<file path="src/hw/rtl/xsr_pkg.sv">
// Shared types and constants for the xorshift128 range generator.
`timescale 1ns / 1ps

package xsr_pkg;

   localparam int WordW = 32;
   localparam int CntW  = $clog2(WordW);

   localparam logic [WordW-1:0] INIT_X = 32'd123456789;
   localparam logic [WordW-1:0] INIT_Y = 32'd362436069;
   localparam logic [WordW-1:0] INIT_Z = 32'd521288629;
   localparam logic [WordW-1:0] INIT_W = 32'd88675123;
   localparam logic [WordW-1:0] MASK31 = 32'h7fff_ffff;
   localparam logic [WordW-1:0] MASK23 = 32'h007f_ffff;

   localparam int SHIFT_A = 11;
   localparam int SHIFT_B = 19;
   localparam int SHIFT_C = 8;

   typedef enum logic [1:0] {
      CMD_NEXT   = 2'd0,
      CMD_RANGE  = 2'd1,
      CMD_FRAC   = 2'd2,
      CMD_RESEED = 2'd3
   } cmd_type;

   typedef enum logic [2:0] {
      ST_IDLE,
      ST_EXEC,
      ST_START,
      ST_DIV,
      ST_DONE
   } state_type;

   typedef struct packed {
      logic advance;
      logic reseed;
   } state_ctl_type;

endpackage

</file>
<file path="src/hw/rtl/xsr_state.sv">
// Generator state words with the xorshift128 advance and the reseed load.
`timescale 1ns / 1ps

module xsr_state (
   input  logic                        clock,
   input  logic                        reset,
   input  xsr_pkg::state_ctl_type      ctl,
   input  logic [xsr_pkg::WordW-1:0]   seed,
   output logic [xsr_pkg::WordW-1:0]   word_w
);
   import xsr_pkg::*;

   logic [WordW-1:0] x_ff, y_ff, z_ff, w_ff;
   logic [WordW-1:0] x_in, y_in, z_in, w_in;
   logic [WordW-1:0] t_word;
   logic [WordW-1:0] seed_word;

   assign t_word = x_ff ^ (x_ff << SHIFT_A);

   // A seed that is zero or has its sign bit set falls back to the default word.
   assign seed_word = ((seed == '0) || seed[WordW-1]) ? INIT_W : seed;

   always_comb begin
      priority if (ctl.reseed) begin
         x_in = INIT_X;
         y_in = INIT_Y;
         z_in = INIT_Z;
         w_in = seed_word;
      end else if (ctl.advance) begin
         x_in = y_ff;
         y_in = z_ff;
         z_in = w_ff;
         w_in = (w_ff ^ (w_ff >> SHIFT_B)) ^ (t_word ^ (t_word >> SHIFT_C));
      end else begin
         x_in = x_ff;
         y_in = y_ff;
         z_in = z_ff;
         w_in = w_ff;
      end
   end

   always_ff @(posedge clock) begin
      if (reset) begin
         x_ff <= INIT_X;
         y_ff <= INIT_Y;
         z_ff <= INIT_Z;
         w_ff <= INIT_W;
      end else begin
         x_ff <= x_in;
         y_ff <= y_in;
         z_ff <= z_in;
         w_ff <= w_in;
      end
   end

   assign word_w = w_ff;

endmodule

</file>
<file path="src/hw/rtl/xsr_div.sv">
// Bit-serial restoring remainder unit: one dividend bit enters per cycle.
`timescale 1ns / 1ps

module xsr_div (
   input  logic                        clock,
   input  logic                        reset,
   input  logic                        start,
   input  logic [xsr_pkg::WordW-1:0]   dividend,
   input  logic [xsr_pkg::WordW-1:0]   divisor,
   output logic                        done,
   output logic [xsr_pkg::WordW-1:0]   remainder
);
   import xsr_pkg::*;

   logic [WordW-1:0] num_ff, num_in;
   logic [WordW-1:0] rem_ff, rem_in;
   logic [WordW-1:0] dsr_ff, dsr_in;
   logic [CntW-1:0]  cnt_ff, cnt_in;
   logic             busy_ff, busy_in;
   logic             done_ff, done_in;
   logic [WordW:0]   shifted;
   logic [WordW:0]   diff;

   // The dividend leaves the shift register MSB first into the partial remainder.
   assign shifted = {rem_ff, num_ff[WordW-1]};
   assign diff    = shifted - {1'b0, dsr_ff};

   always_comb begin
      num_in  = num_ff;
      rem_in  = rem_ff;
      dsr_in  = dsr_ff;
      cnt_in  = cnt_ff;
      busy_in = busy_ff;
      done_in = 1'b0;
      priority if (start) begin
         num_in  = dividend;
         rem_in  = '0;
         dsr_in  = divisor;
         cnt_in  = '0;
         busy_in = 1'b1;
      end else if (busy_ff) begin
         num_in = {num_ff[WordW-2:0], 1'b0};
         rem_in = diff[WordW] ? shifted[WordW-1:0] : diff[WordW-1:0];
         cnt_in = cnt_ff + 1'b1;
         if (cnt_ff == CntW'(WordW - 1)) begin
            busy_in = 1'b0;
            done_in = 1'b1;
         end
      end else begin
         busy_in = 1'b0;
      end
   end

   always_ff @(posedge clock) begin
      if (reset) begin
         busy_ff <= 1'b0;
         done_ff <= 1'b0;
         cnt_ff  <= '0;
      end else begin
         busy_ff <= busy_in;
         done_ff <= done_in;
         cnt_ff  <= cnt_in;
      end
   end

   always_ff @(posedge clock) begin
      num_ff <= num_in;
      rem_ff <= rem_in;
      dsr_ff <= dsr_in;
   end

   assign done      = done_ff;
   assign remainder = rem_ff;

endmodule

</file>
<file path="src/hw/rtl/xorshift128_range_generator.sv">
// Top level of the xorshift128 generator with range, fraction and reseed commands.
`timescale 1ns / 1ps

// The request channel (req_valid, req_stall, req_command, req_range_low,
// req_range_high) takes one command per beat; the block holds req_stall
// high once it has accepted a command until that command's result is
// registered. The response channel (rsp_valid, rsp_stall, rsp_value)
// returns one beat per command. The user must write the seed register
// through csr_wr_en/csr_wr_data only while the block is idle; the block
// does not enforce this. The seed register is used by the reseed command.
// Next, fraction, reseed and empty-range commands go from acceptance
// through the execute state to the done state that registers the result.
// A range draw runs the masked word through the bit-serial remainder unit,
// one dividend bit per cycle; the done state then registers its result.
// A new request is accepted while a finished result still waits in the
// output register; if the receiver holds rsp_stall, the next result waits
// in its last state until the register frees, and the held beat stays put.
// Synchronous reset loads the standard xorshift128 state words, clears the
// seed register and empties the output register.
module xorshift128_range_generator (
   input  logic                clock,
   input  logic                reset,
   input  logic                req_valid,
   output logic                req_stall,
   input  logic [1:0]          req_command,
   input  logic signed [31:0]  req_range_low,
   input  logic signed [31:0]  req_range_high,
   output logic                rsp_valid,
   input  logic                rsp_stall,
   output logic signed [31:0]  rsp_value,
   input  logic                csr_wr_en,
   input  logic signed [31:0]  csr_wr_data
);
   import xsr_pkg::*;

   state_type        state_ff, state_in;
   cmd_type          cmd_ff, cmd_in;
   logic [WordW-1:0] low_ff, low_in;
   logic [WordW-1:0] span_ff, span_in;
   logic [WordW-1:0] mag_ff, mag_in;
   logic [WordW-1:0] seed_ff;
   logic             rsp_valid_ff, rsp_valid_in;
   logic [WordW-1:0] rsp_value_ff, rsp_value_in;

   state_ctl_type    ctl;
   logic             div_start;
   logic             div_done;
   logic [WordW-1:0] div_rem;
   logic [WordW-1:0] word_w;

   xsr_state u_state (
      .clock  (clock),
      .reset  (reset),
      .ctl    (ctl),
      .seed   (seed_ff),
      .word_w (word_w)
   );

   xsr_div u_div (
      .clock     (clock),
      .reset     (reset),
      .start     (div_start),
      .dividend  (word_w & MASK31),
      .divisor   (mag_ff),
      .done      (div_done),
      .remainder (div_rem)
   );

   always_comb begin
      state_in     = state_ff;
      cmd_in       = cmd_ff;
      low_in       = low_ff;
      span_in      = span_ff;
      mag_in       = mag_ff;
      ctl          = '0;
      div_start    = 1'b0;
      rsp_valid_in = rsp_valid_ff && rsp_stall;
      rsp_value_in = rsp_value_ff;
      unique case (state_ff)
         ST_IDLE: begin
            if (req_valid) begin
               cmd_in   = cmd_type'(req_command);
               low_in   = req_range_low;
               span_in  = req_range_high - req_range_low;
               state_in = ST_EXEC;
            end
         end
         ST_EXEC: begin
            // A negative span is drawn against its magnitude.
            mag_in = span_ff[WordW-1] ? (WordW'(0) - span_ff) : span_ff;
            state_in = ST_DONE;
            unique case (cmd_ff)
               CMD_NEXT, CMD_FRAC: ctl.advance = 1'b1;
               CMD_RANGE: begin
                  if (span_ff != '0) begin
                     ctl.advance = 1'b1;
                     state_in    = ST_START;
                  end
               end
               CMD_RESEED: ctl.reseed = 1'b1;
               default: ctl = '0;
            endcase
         end
         ST_START: begin
            div_start = 1'b1;
            state_in  = ST_DIV;
         end
         ST_DIV: begin
            if (div_done) begin
               state_in = ST_DONE;
            end
         end
         ST_DONE: begin
            if (!rsp_valid_ff || !rsp_stall) begin
               rsp_valid_in = 1'b1;
               state_in     = ST_IDLE;
               unique case (cmd_ff)
                  CMD_NEXT:   rsp_value_in = word_w;
                  CMD_RANGE:  rsp_value_in = (span_ff == '0) ? '0 : (div_rem + low_ff);
                  CMD_FRAC:   rsp_value_in = word_w & MASK23;
                  CMD_RESEED: rsp_value_in = '0;
                  default:    rsp_value_in = '0;
               endcase
            end
         end
         default: state_in = ST_IDLE;
      endcase
   end

   always_ff @(posedge clock) begin
      if (reset) begin
         state_ff     <= ST_IDLE;
         rsp_valid_ff <= 1'b0;
         seed_ff      <= '0;
      end else begin
         state_ff     <= state_in;
         rsp_valid_ff <= rsp_valid_in;
         if (csr_wr_en) begin
            seed_ff <= csr_wr_data;
         end
      end
   end

   always_ff @(posedge clock) begin
      cmd_ff       <= cmd_in;
      low_ff       <= low_in;
      span_ff      <= span_in;
      mag_ff       <= mag_in;
      rsp_value_ff <= rsp_value_in;
   end

   assign req_stall = (state_ff != ST_IDLE);
   assign rsp_valid = rsp_valid_ff;
   assign rsp_value = $signed(rsp_value_ff);

endmodule
</file>
<file path="config.mk">
export PLATFORM = sky130hd
export DESIGN_NAME = xorshift128_range_generator
export DESIGN_NICKNAME = d
export VERILOG_FILES = /design/src/hw/rtl/xsr_pkg.sv /design/src/hw/rtl/xsr_state.sv /design/src/hw/rtl/xsr_div.sv /design/src/hw/rtl/xorshift128_range_generator.sv
export SDC_FILE = /design/constraint.sdc
export NUM_CORES = 1
export LEC_CHECK = 0
export ABC_AREA = 1
export BUFFER_PORTS_ARGS = -buffer_cell sky130_fd_sc_hd__buf_2
export CAP_MARGIN = 20
export CORE_MARGIN = 1
export CORE_UTILIZATION = 55
export DETAILED_ROUTE_END_ITERATION = 16
export PLACE_DENSITY = 0.73
export SETUP_SLACK_MARGIN = 0.3
export SKIP_LAST_GASP = 1
export SYNTH_ARGS = -nofsm -noshare
export SYNTH_HDL_FRONTEND = slang
export SYNTH_HIERARCHICAL = 1
export SYNTH_SLANG_ARGS = --single-unit
</file>
<file path="constraint.sdc">
create_clock -name clock -period 5.8 [get_ports clock]
set_input_delay 1.16 -clock clock [delete_from_list [all_inputs] [get_ports clock]]
set_output_delay 1.16 -clock clock [all_outputs]
set_load 0.03 [all_outputs]
</file>
==> results.md, run 1 <==
Global route:
- The via count of the first global-routing pass is approximately 20000.
- Global routing consumed, on the met3 layer, 5.38% of the routing resources.
- The number of antenna violations at the first check in global routing came to 1.
- The global-route usage over all layers is approximately a third.
- The most utilized layer in the global route result is met2.
- The maximum number of pins on one net before global-route repair is 104.
- The remaining global-route overflow is 0.
- The global-route met1 utilization is 47.5%.
- The wire length of the first global-routing pass is roughly 110000 µm.
- The routing usage on met2 is 50.8%.

Critical path:
- The largest fanout on the critical path is 65.
- The timing endpoint of the critical path is u_state/word_w[10].
- The critical register-to-register path endpoint is u_state/word_w[10].
- The worst setup path is captured at a flip-flop.
- The beginning of the critical path is span_ff[0].
- The category of the critical setup timing path is flip-flop to flip-flop.
- Data on the critical path is required at its endpoint by 6.33 ns.
- The worst setup path is launched from a flip-flop.
- In this run the register-to-register setup slack is 2.25 ns.
- The number of cells on the worst reg-to-reg path is 13.
- In this run the critical register-to-register path is launched from span_ff[0].
- Data on the critical path arrives at its endpoint at 4.08 ns.

Timing:
- The worst hold margin is 0.414 ns.
- Of the available clock period, the critical path in the final layout requires 61.2%.
- The final total negative setup slack is 0 ns.
- Setup violations remaining at the end of the flow were counted as 0.
- The fmax is roughly 280 MHz.
- The clock arrives with between 0.02 and 0.025 ns of skew.
- The clock period minus worst slack is 3.55 ns.
- The number of pins exceeding their max-slew limit in the final report is 0.
- For the pin with the worst max-slew slack, the measured transition is 1.09 ns.
- The headroom to the max-slew limit is 27.2%.
- Setup repair after global routing left no endpoint under its margin.
- The worst path setup slack after routing is 2.25 ns.
- The final number of hold-violating endpoints was 0.

Drt:
- The number of nets with antenna violations after routing is 0.
- Detailed routing inserted a total of 22000 vias.
- For this block, the routed nets add up to about 73000 µm of wire.
- The DRC violation count after routing is 0.
- Using the TritonRoute via totals, the vias-per-cell ratio works out to 5.32.
- The number of optimization iterations in the first detailed-route pass is 8.
- After detailed routing, the average wire length per cell comes to 17.7 µm.
- After the first detailed-routing iteration, the DRC count stood at 2271.

Placement:
- The final weighted congestion in routability-driven placement is 1.02.
- Including well taps, the total number of placed cells is 4049.
- Port buffering added 136 buffers.
- OpenSTA, run right after detailed placement, puts the worst setup slack at 2.29 ns.
- The total cell area at the placement stage is ~25000 µm².
- Summed over all nets, the half-perimeter wirelength after detailed placement is between 50000 and 60000 µm.

Synthesis:
- The average cell area after synthesis is 7.07 µm².
- For this run, the register share of the synthesized area comes to about 41%.
- The share of synthesized flip-flops with an asynchronous set or reset is 0%.
- The number of distinct library cells after synthesis is 49.
- In the post-synthesis netlist, the biggest area contributors are sky130_fd_sc_hd__edfxtp_1 24%, sky130_fd_sc_hd__nand2_1 19%, sky130_fd_sc_hd__dfxtp_1 17%.
- The number of synthesized register bits is approximately 400.
- The synthesized netlist occupies a cell area of 24100 µm².
- Counting flops with a built-in enable in the synthesized netlist gives 194.
- When the netlist entered floorplanning its net count stood at 3604.
- Yosys printed 6 warnings.
- Counting every instance in the synthesized netlist gives 3401.
- The prevailing post-synth register cell is sky130_fd_sc_hd__dfxtp_1.
- The area share of the largest cell type after synthesis is 24.2%.
- The cell type contributing the most total cell area after synthesis is sky130_fd_sc_hd__edfxtp_1.

Status:
- The run finished with clean final reports.

Clocking:
- The CTS tree is done.
- Buffers inserted during clock tree synthesis total between 40 and 50.
- Gates resized during post-CTS repair numbered 0.
- The post-CTS setup repair buffer count is 0.
- The clock slew seen by the registers of the worst setup and hold paths is 0.06 ns.
- No sink is reached through more buffers than the 3 on the longest clock path.
- Clock latency on the worst-skew pair, taken at its later pin, is 0.60 ns.
- The count of hold-fix buffers inserted at cts is 0.
- Clock tree synthesis selected as its root buffer the cell sky130_fd_sc_hd__clkbuf_16.
- The clock sink total is around 400.
- The H-tree generated during clock tree synthesis spans 2 levels.

Job:
- The max-capacitance violation count is 0.

Floorplanning:
- The die covers 44600 µm².
- 137 I/O pins were placed.
- The overall die height is about 210 µm.
- The number of placement rows is 76.
- Measured along the x axis, the die boundary spans about 210 µm.
- The core area is 43100 µm².
- The effective utilization at floorplan is 55.9%.

Layout:
- The area of all placed cells without fillers is around 27000 µm².
- The net count of the finished layout is around 3700.
- The fraction of layout instances using a drive strength above 1 is 8.74%.
- The relative area change from synthesis to final layout is 10.9%.
- The number of standard cells in the layout, taps in and fillers out is 4133.
- At the end of the flow the core is filled with cells to 62.0%.
- The number of filler cells placed in the layout is 3927.

Worst hold path:
- The worst hold path belongs to the class flip-flop to flip-flop.

Pwr:
- The final total power is 12.3 mW.
- The static power due to leakage is approximately 13 nW.
- The power per unit of standard cell area is around 460 nW/µm².
- The worst-case IR drop observed on VDD is 330 µV.
## cell type report
class	count	area (µm²)	share of cell area, %
diodes	2	5.00	0.0187
repair buffers	148	791	2.96
inverters	542	2030	7.62
clock buffers	59	1230	4.60
well taps	585	732	2.74
clock inverters	23	269	1.01
flip-flops and latches	397	9890	37.0
multi-input cells	2377	11700	44.0
## layer usage
metal / part of all wire [%] / vias up
li1: - / 10900
met5: 0 / -
met3: 9.2 / 126
met4: 2.5 / 0
met2: 44 / 902
met1: 44 / 10100
## flip-flops by register name, summed over array words and instances, names as in the netlist
name             count
low_ff              32
mag_ff              32
rsp_value           32
seed_ff             32
span_ff             32
u_div/dsr_ff        32
u_div/num_ff        32
u_div/remainder     32
u_state/word_w      32
u_state/x_ff        32
u_state/y_ff        32
u_state/z_ff        32
u_div/cnt_ff         5
state_ff             3
cmd_ff               2
rsp_valid            1
u_div/busy_ff        1
u_div/done           1
## worst min-delay path by stage
| stage | start | endpoint | slack [ns] | cells past startpoint |
|---|---|---|---|---|
| global route | mag_ff[17] | u_div/dsr_ff[17] | 0.42 | 0 |
| finish | mag_ff[7] | u_div/dsr_ff[7] | 0.41 | 0 |
| detailed placement | mag_ff[21] | u_div/dsr_ff[21] | 0.40 | 0 |
| floorplan | mag_ff[0] | u_div/dsr_ff[0] | 0.40 | 0 |
| global placement | mag_ff[22] | u_div/dsr_ff[22] | 0.40 | 0 |
| CTS | mag_ff[7] | u_div/dsr_ff[7] | 0.41 | 0 |
## where the power goes
group          leakage (nW)  total, mW  internal, mW  switching [mW]
registers              3.47       4.98          4.10           0.884
clock network         0.728       2.90          1.69            1.21
logic                  8.97       4.46          1.40            3.06
total                  13.2       12.3          7.19            5.16
## cells in the mapped netlist, types with 4 or more instances
cell type,n
sky130_fd_sc_hd__nand2_1,1215
sky130_fd_sc_hd__inv_1,533
sky130_fd_sc_hd__nor2_1,267
sky130_fd_sc_hd__nand3_1,207
sky130_fd_sc_hd__dfxtp_1,203
sky130_fd_sc_hd__edfxtp_1,194
sky130_fd_sc_hd__a21oi_1,159
sky130_fd_sc_hd__ha_1,97
sky130_fd_sc_hd__o21ai_0,97
sky130_fd_sc_hd__xor2_1,59
sky130_fd_sc_hd__xnor2_1,52
sky130_fd_sc_hd__clkbuf_1,42
sky130_fd_sc_hd__nor3_1,36
sky130_fd_sc_hd__buf_2,24
sky130_fd_sc_hd__nand4_1,24
sky130_fd_sc_hd__nand2_2,22
sky130_fd_sc_hd__nand3_2,21
sky130_fd_sc_hd__nand3b_1,20
sky130_fd_sc_hd__a211oi_1,11
sky130_fd_sc_hd__o211ai_1,11
sky130_fd_sc_hd__nor2_2,10
sky130_fd_sc_hd__o21ai_2,10
sky130_fd_sc_hd__and2_1,9
sky130_fd_sc_hd__inv_2,9
sky130_fd_sc_hd__buf_4,8
sky130_fd_sc_hd__a21o_1,7
sky130_fd_sc_hd__buf_6,6
sky130_fd_sc_hd__o21ai_1,5
sky130_fd_sc_hd__o21bai_1,5
sky130_fd_sc_hd__or2_2,5
sky130_fd_sc_hd__or2_1,4
## cells by family after synthesis
group | count (synthesis) | share of synthesized area [%]
buf+inv | 627 | 10.3
fa+ha+maj | 100 | 5.29
compound gates | 312 | 7.10
xor+xnor | 111 | 4.04
flops | 397 | 41.1
other cells | 1 | 0.0156
simple gates | 1853 | 32.2
## layout by cell type, fill, tap and decap left out, types with 5 or more instances in the layout
cell                           n
sky130_fd_sc_hd__o211ai_1     11
sky130_fd_sc_hd__a21oi_1     159
sky130_fd_sc_hd__or2_2         5
sky130_fd_sc_hd__o21bai_1      5
sky130_fd_sc_hd__buf_2       136
sky130_fd_sc_hd__nand3_1     207
sky130_fd_sc_hd__ha_1         97
sky130_fd_sc_hd__clkbuf_8      5
sky130_fd_sc_hd__nor3_1       34
sky130_fd_sc_hd__dfxtp_1     203
sky130_fd_sc_hd__nor2_1      262
sky130_fd_sc_hd__clkbuf_1      9
sky130_fd_sc_hd__clkbuf_16    45
sky130_fd_sc_hd__clkinv_1      6
sky130_fd_sc_hd__nor2_4        5
sky130_fd_sc_hd__a211oi_1     11
sky130_fd_sc_hd__buf_4        11
sky130_fd_sc_hd__a21o_1        7
sky130_fd_sc_hd__xnor2_1      52
sky130_fd_sc_hd__inv_1       533
sky130_fd_sc_hd__nand2_2      22
sky130_fd_sc_hd__nor3_2        5
sky130_fd_sc_hd__inv_2         9
sky130_fd_sc_hd__o21ai_0      97
sky130_fd_sc_hd__xor2_1       59
sky130_fd_sc_hd__nand4_1      24
sky130_fd_sc_hd__nor2_2       12
sky130_fd_sc_hd__o21ai_2      10
sky130_fd_sc_hd__nand2_1    1215
sky130_fd_sc_hd__nand3_2      21
sky130_fd_sc_hd__and2_1        9
sky130_fd_sc_hd__nand3b_1     20
sky130_fd_sc_hd__edfxtp_1    194
sky130_fd_sc_hd__o21ai_1       5
## worst max-delay path, cell delays in order (launching register included)
cell,delay (ns)
sky130_fd_sc_hd__edfxtp_1,0.38
sky130_fd_sc_hd__inv_1,0.11
sky130_fd_sc_hd__ha_1,0.17
sky130_fd_sc_hd__inv_1,0.08
sky130_fd_sc_hd__nor3_4,0.17
sky130_fd_sc_hd__nand3_4,0.14
sky130_fd_sc_hd__nor2_4,0.13
sky130_fd_sc_hd__nand2_2,0.12
sky130_fd_sc_hd__o21ai_4,0.49
sky130_fd_sc_hd__a21oi_4,0.11
sky130_fd_sc_hd__inv_2,0.80
sky130_fd_sc_hd__buf_4,0.48
sky130_fd_sc_hd__o21ai_0,0.15
sky130_fd_sc_hd__a21oi_1,0.15
No activity file was read; power rests on OpenSTA's default activity.
==> run 2: changes to the inputs <==
- PLACE_DENSITY: 0.73 -> 0.76
- clock period: 5.8 -> 3.2 ns (I/O delays scaled with it)
==> results.md, run 2 (synthesis results as in run 1) <==
Status:
- The run finished with clean final reports.

Clocking:
- The number of H-tree branching levels was 2 (unchanged).
- The clock slew seen by the registers of the worst setup and hold paths is 0.06 ns (about the same).
- The clock sink total is 397 (unchanged).
- The insertion delay of the later-clocked pin in the worst-skew pair is 0.58 ns (-0.02 ns).
- The count of hold-fix buffers inserted at cts is 0 (unchanged).
- The maximum buffer depth of the clock tree is 3 (unchanged).
- The number of resized instances in the post-cts repair step was 0 (unchanged).
- The CTS buffer count is 41 (-6.8%).
- The CTS tree is done.
- The root buffer cell chosen for the clock tree is sky130_fd_sc_hd__clkbuf_16.
- The post-CTS setup repair buffer count is 0 (unchanged).

Drt:
- The final routed wire length divided by cell count was 16.6 µm (-6.6%).
- The routed metal-1 wirelength is 30300 µm (-7.1%).
- The detailed-route vias per instance is 5.28 (-0.70%).
- The number of nets with antenna violations after routing was 0 (unchanged).
- The met2 layer wire length in the routed design is 29900 µm (-6.9%).
- The total vias in the final route came to 21800 (-0.70%).
- The aggregate routed wire length is 68500 µm (-6.6%).
- After detailed routing, no signal wire sits above met5.
- The number of optimization iterations in the first detailed-route pass is 8 (unchanged).
- The routed wire length on met3 is 6340 µm (-6.2%).
- The violation count after the first detailed-route iteration is 2318 (+2.1%).
- The DRC violation count after routing is 0 (unchanged).

Critical path:
- The number of cells on the critical path is 14 (+1).
- The number of cells on the worst reg-to-reg path is 14 (+1).
- Grouping stages by cell kind, the critical path spends the most delay in simple AND/OR/NAND/NOR gates.
- The sum of buffers and inverters on the critical path is 3 (-1).
- The critical path goes through inv_1 > ha_1 > nand2_2 > inv_1 > nand2_1 > nand2_1 > inv_1 > nand2_1 > a21oi_1 > nand3_2 > nand2_4 > nand2_1 > nand3_1 > nand2_1.
- The slack of the worst reg-to-reg path is 0.57 ns (-1.69 ns).
- The arrival time of the worst setup path came to 3.09 ns (-0.99 ns).
- The worst setup path is captured at a flip-flop.
- STA classifies the critical path startpoint as a flip-flop.
- The startpoint identified for the worst register-to-register timing path is u_div/dsr_ff[23].
- The critical register-to-register path endpoint is u_div/remainder[25].
- The standard cell with the maximum stage delay on the critical path is sky130_fd_sc_hd__edfxtp_1.
- The endpoint required time on the critical path was 3.66 ns (-2.67 ns).
- Following the worst setup path forward leads to its endpoint at u_div/remainder[25].
- The biggest cell delay along the critical path was 0.38 ns (-0.42 ns).
- The critical path in this run is classified as flip-flop to flip-flop.
- In this design, the critical path's most frequently occurring cell is sky130_fd_sc_hd__nand2_1.
- The largest fanout on the critical path is 27 (-58%).
- Tracing the worst setup path back leads to its startpoint at u_div/dsr_ff[23].

Global route:
- The remaining global-route overflow came to 0 (unchanged).
- The global-route usage over all layers is 31.1% (-2.0 points).
- The wire length of the first global-routing pass came to 107000 µm (-4.5%).
- The maximum number of pins on one net before global-route repair is 103 (-0.96%).
- The number of antenna violations at the first check in global routing is 2 (+1).
- The via count of the first global-routing pass was 20000 (+0.31%).

Layout:
- The relative area change from synthesis to final layout is 10.8%.
- The top cell types in the final layout, fill and taps aside, are 1215 x sky130_fd_sc_hd__nand2_1, 532 x sky130_fd_sc_hd__inv_1, 262 x sky130_fd_sc_hd__nor2_1.
- The most common library cell in the layout ignoring fill and taps is sky130_fd_sc_hd__nand2_1.
- The number of nets at the end of the flow is 3722 (+0.24%).
- The fraction of layout instances using a drive strength above 1 is 8.82% (+0.080 points).
- The share of the core filled with cells in the final layout was 61.9% (-0.10 points).
- The number of antenna cells inserted is 0 (-2).
- The number of filler cells placed in the layout is 3920 (-0.18%).
- The area of all placed cells without fillers came to 26600 µm² (-0.17%).

Timing:
- The final number of setup-violating endpoints is 0 (unchanged).
- The share of the clock period used by the worst path is 82.3% (+21 points).
- The headroom to the max-slew limit is 35.4% (+8.1 points).
- The final total negative setup slack is 0 ns (unchanged).
- The fmax is 380 MHz (+35%).
- The clock period minus worst slack is 2.63 ns (-0.914 ns).
- The setup clock skew after layout is 0.0238 ns (-0.000443 ns).
- The final number of hold-violating endpoints is 0 (unchanged).
- The number of pins exceeding their max-slew limit in the final report was 0 (unchanged).
- Setup repair after global routing left no endpoint under its margin.
- The slew at the pin with the worst max-slew slack is 0.968 ns (-0.121 ns).
- The worst hold margin was 0.267 ns (-0.147 ns).

Worst hold path:
- The path class of the tightest hold or removal check is input port to flip-flop.

Floorplanning:
- The core area is 43100 µm² (unchanged).
- The area enclosed by the die boundary is 44600 µm² (unchanged).
- The boundary pin count was 137 (unchanged).
- The number of placement rows was 76 (unchanged).
- The effective utilization at floorplan is 55.9% (unchanged).
- The die width came to 211 µm (unchanged).
- The overall die height is 211 µm (unchanged).

Pwr:
- The static power due to leakage came to 13.1 nW (-0.26%).
- The power per unit of standard cell area came to 818 nW/µm² (+77%).
- The maximum resistive drop on vdd is 439 µV (+33%).

Placement:
- The total cell area at the placement stage is 25300 µm² (+0.45%).
- The number of buffers added on ports is 136 (unchanged).
- The final weighted congestion in routability-driven placement is 0.981 (-3.5%).
- The sum of net half-perimeters after detailed placement is 53300 µm (-5.5%).

Job:
- The max-capacitance violation count is 0 (unchanged).
[run 2: changes by cell type in the layout (fill, tap and decap cells not counted), moves of 3 or more]
| cell | previous run | this run |
|---|---|---|
| sky130_fd_sc_hd__clkbuf_1 | 9 | 12 |
| sky130_fd_sc_hd__inv_6 | 4 | 0 |
| sky130_fd_sc_hd__clkbuf_16 | 45 | 42 |
| sky130_fd_sc_hd__clkinv_1 | 6 | 3 |
| sky130_fd_sc_hd__buf_12 | 0 | 3 |
| sky130_fd_sc_hd__buf_4 | 11 | 21 |
[run 2: layout make-up]
cell class              count  area (µm²)  area share (%)
multi-input cells        2377       11700            44.1
flip-flops and latches    397        9890            37.1
inverters                 542        2040            7.66
clock buffers              60        1180            4.42
repair buffers            160         898            3.37
well taps                 585         732            2.75
clock inverters            12         163           0.610
[run 2: per-layer routing]
| metal | vias up | track usage (%) |
|---|---|---|
| met5 | - | 0 |
| met4 | 2 | 10.2 |
| met3 | 124 | 3.97 |
| met2 | 903 | 48.4 |
| met1 | 9892 | 44.5 |
| li1 | 10900 | - |
[run 2: through the flow]
| step | setup slack (ns) | cells | total power, mW |
|---|---|---|---|
| floorplan | 0.380 | 3401 | 14.2 |
| global placement | 0.644 | 4061 | 16.7 |
| detailed placement | 0.569 | 4061 | 16.9 |
| CTS | 0.499 | 4133 | 21.7 |
| global route | 0.387 | 4133 | 23.1 |
| finish | 0.565 | 4133 | 21.8 |
[run 2: power by group]
group | internal (mW) | switching [mW] | leakage [nW] | total, mW
logic | 2.58 | 5.51 | 9.02 | 8.09
clock network | 2.81 | 2.02 | 0.647 | 4.83
registers | 7.43 | 1.44 | 3.47 | 8.88
[run 2: worst min-delay path by stage]
stage                                  from          endpoint  slack, ns  cells after the start
after CTS                    req_command[0]         cmd_ff[0]       0.24                      1
after global routing         req_command[0]         cmd_ff[0]       0.25                      1
after global placement           mag_ff[30]  u_div/dsr_ff[30]       0.40                      0
final                     req_range_low[20]        low_ff[20]       0.27                      1
after detailed placement         mag_ff[11]  u_div/dsr_ff[11]       0.40                      0
after floorplan                   mag_ff[0]   u_div/dsr_ff[0]       0.40                      0
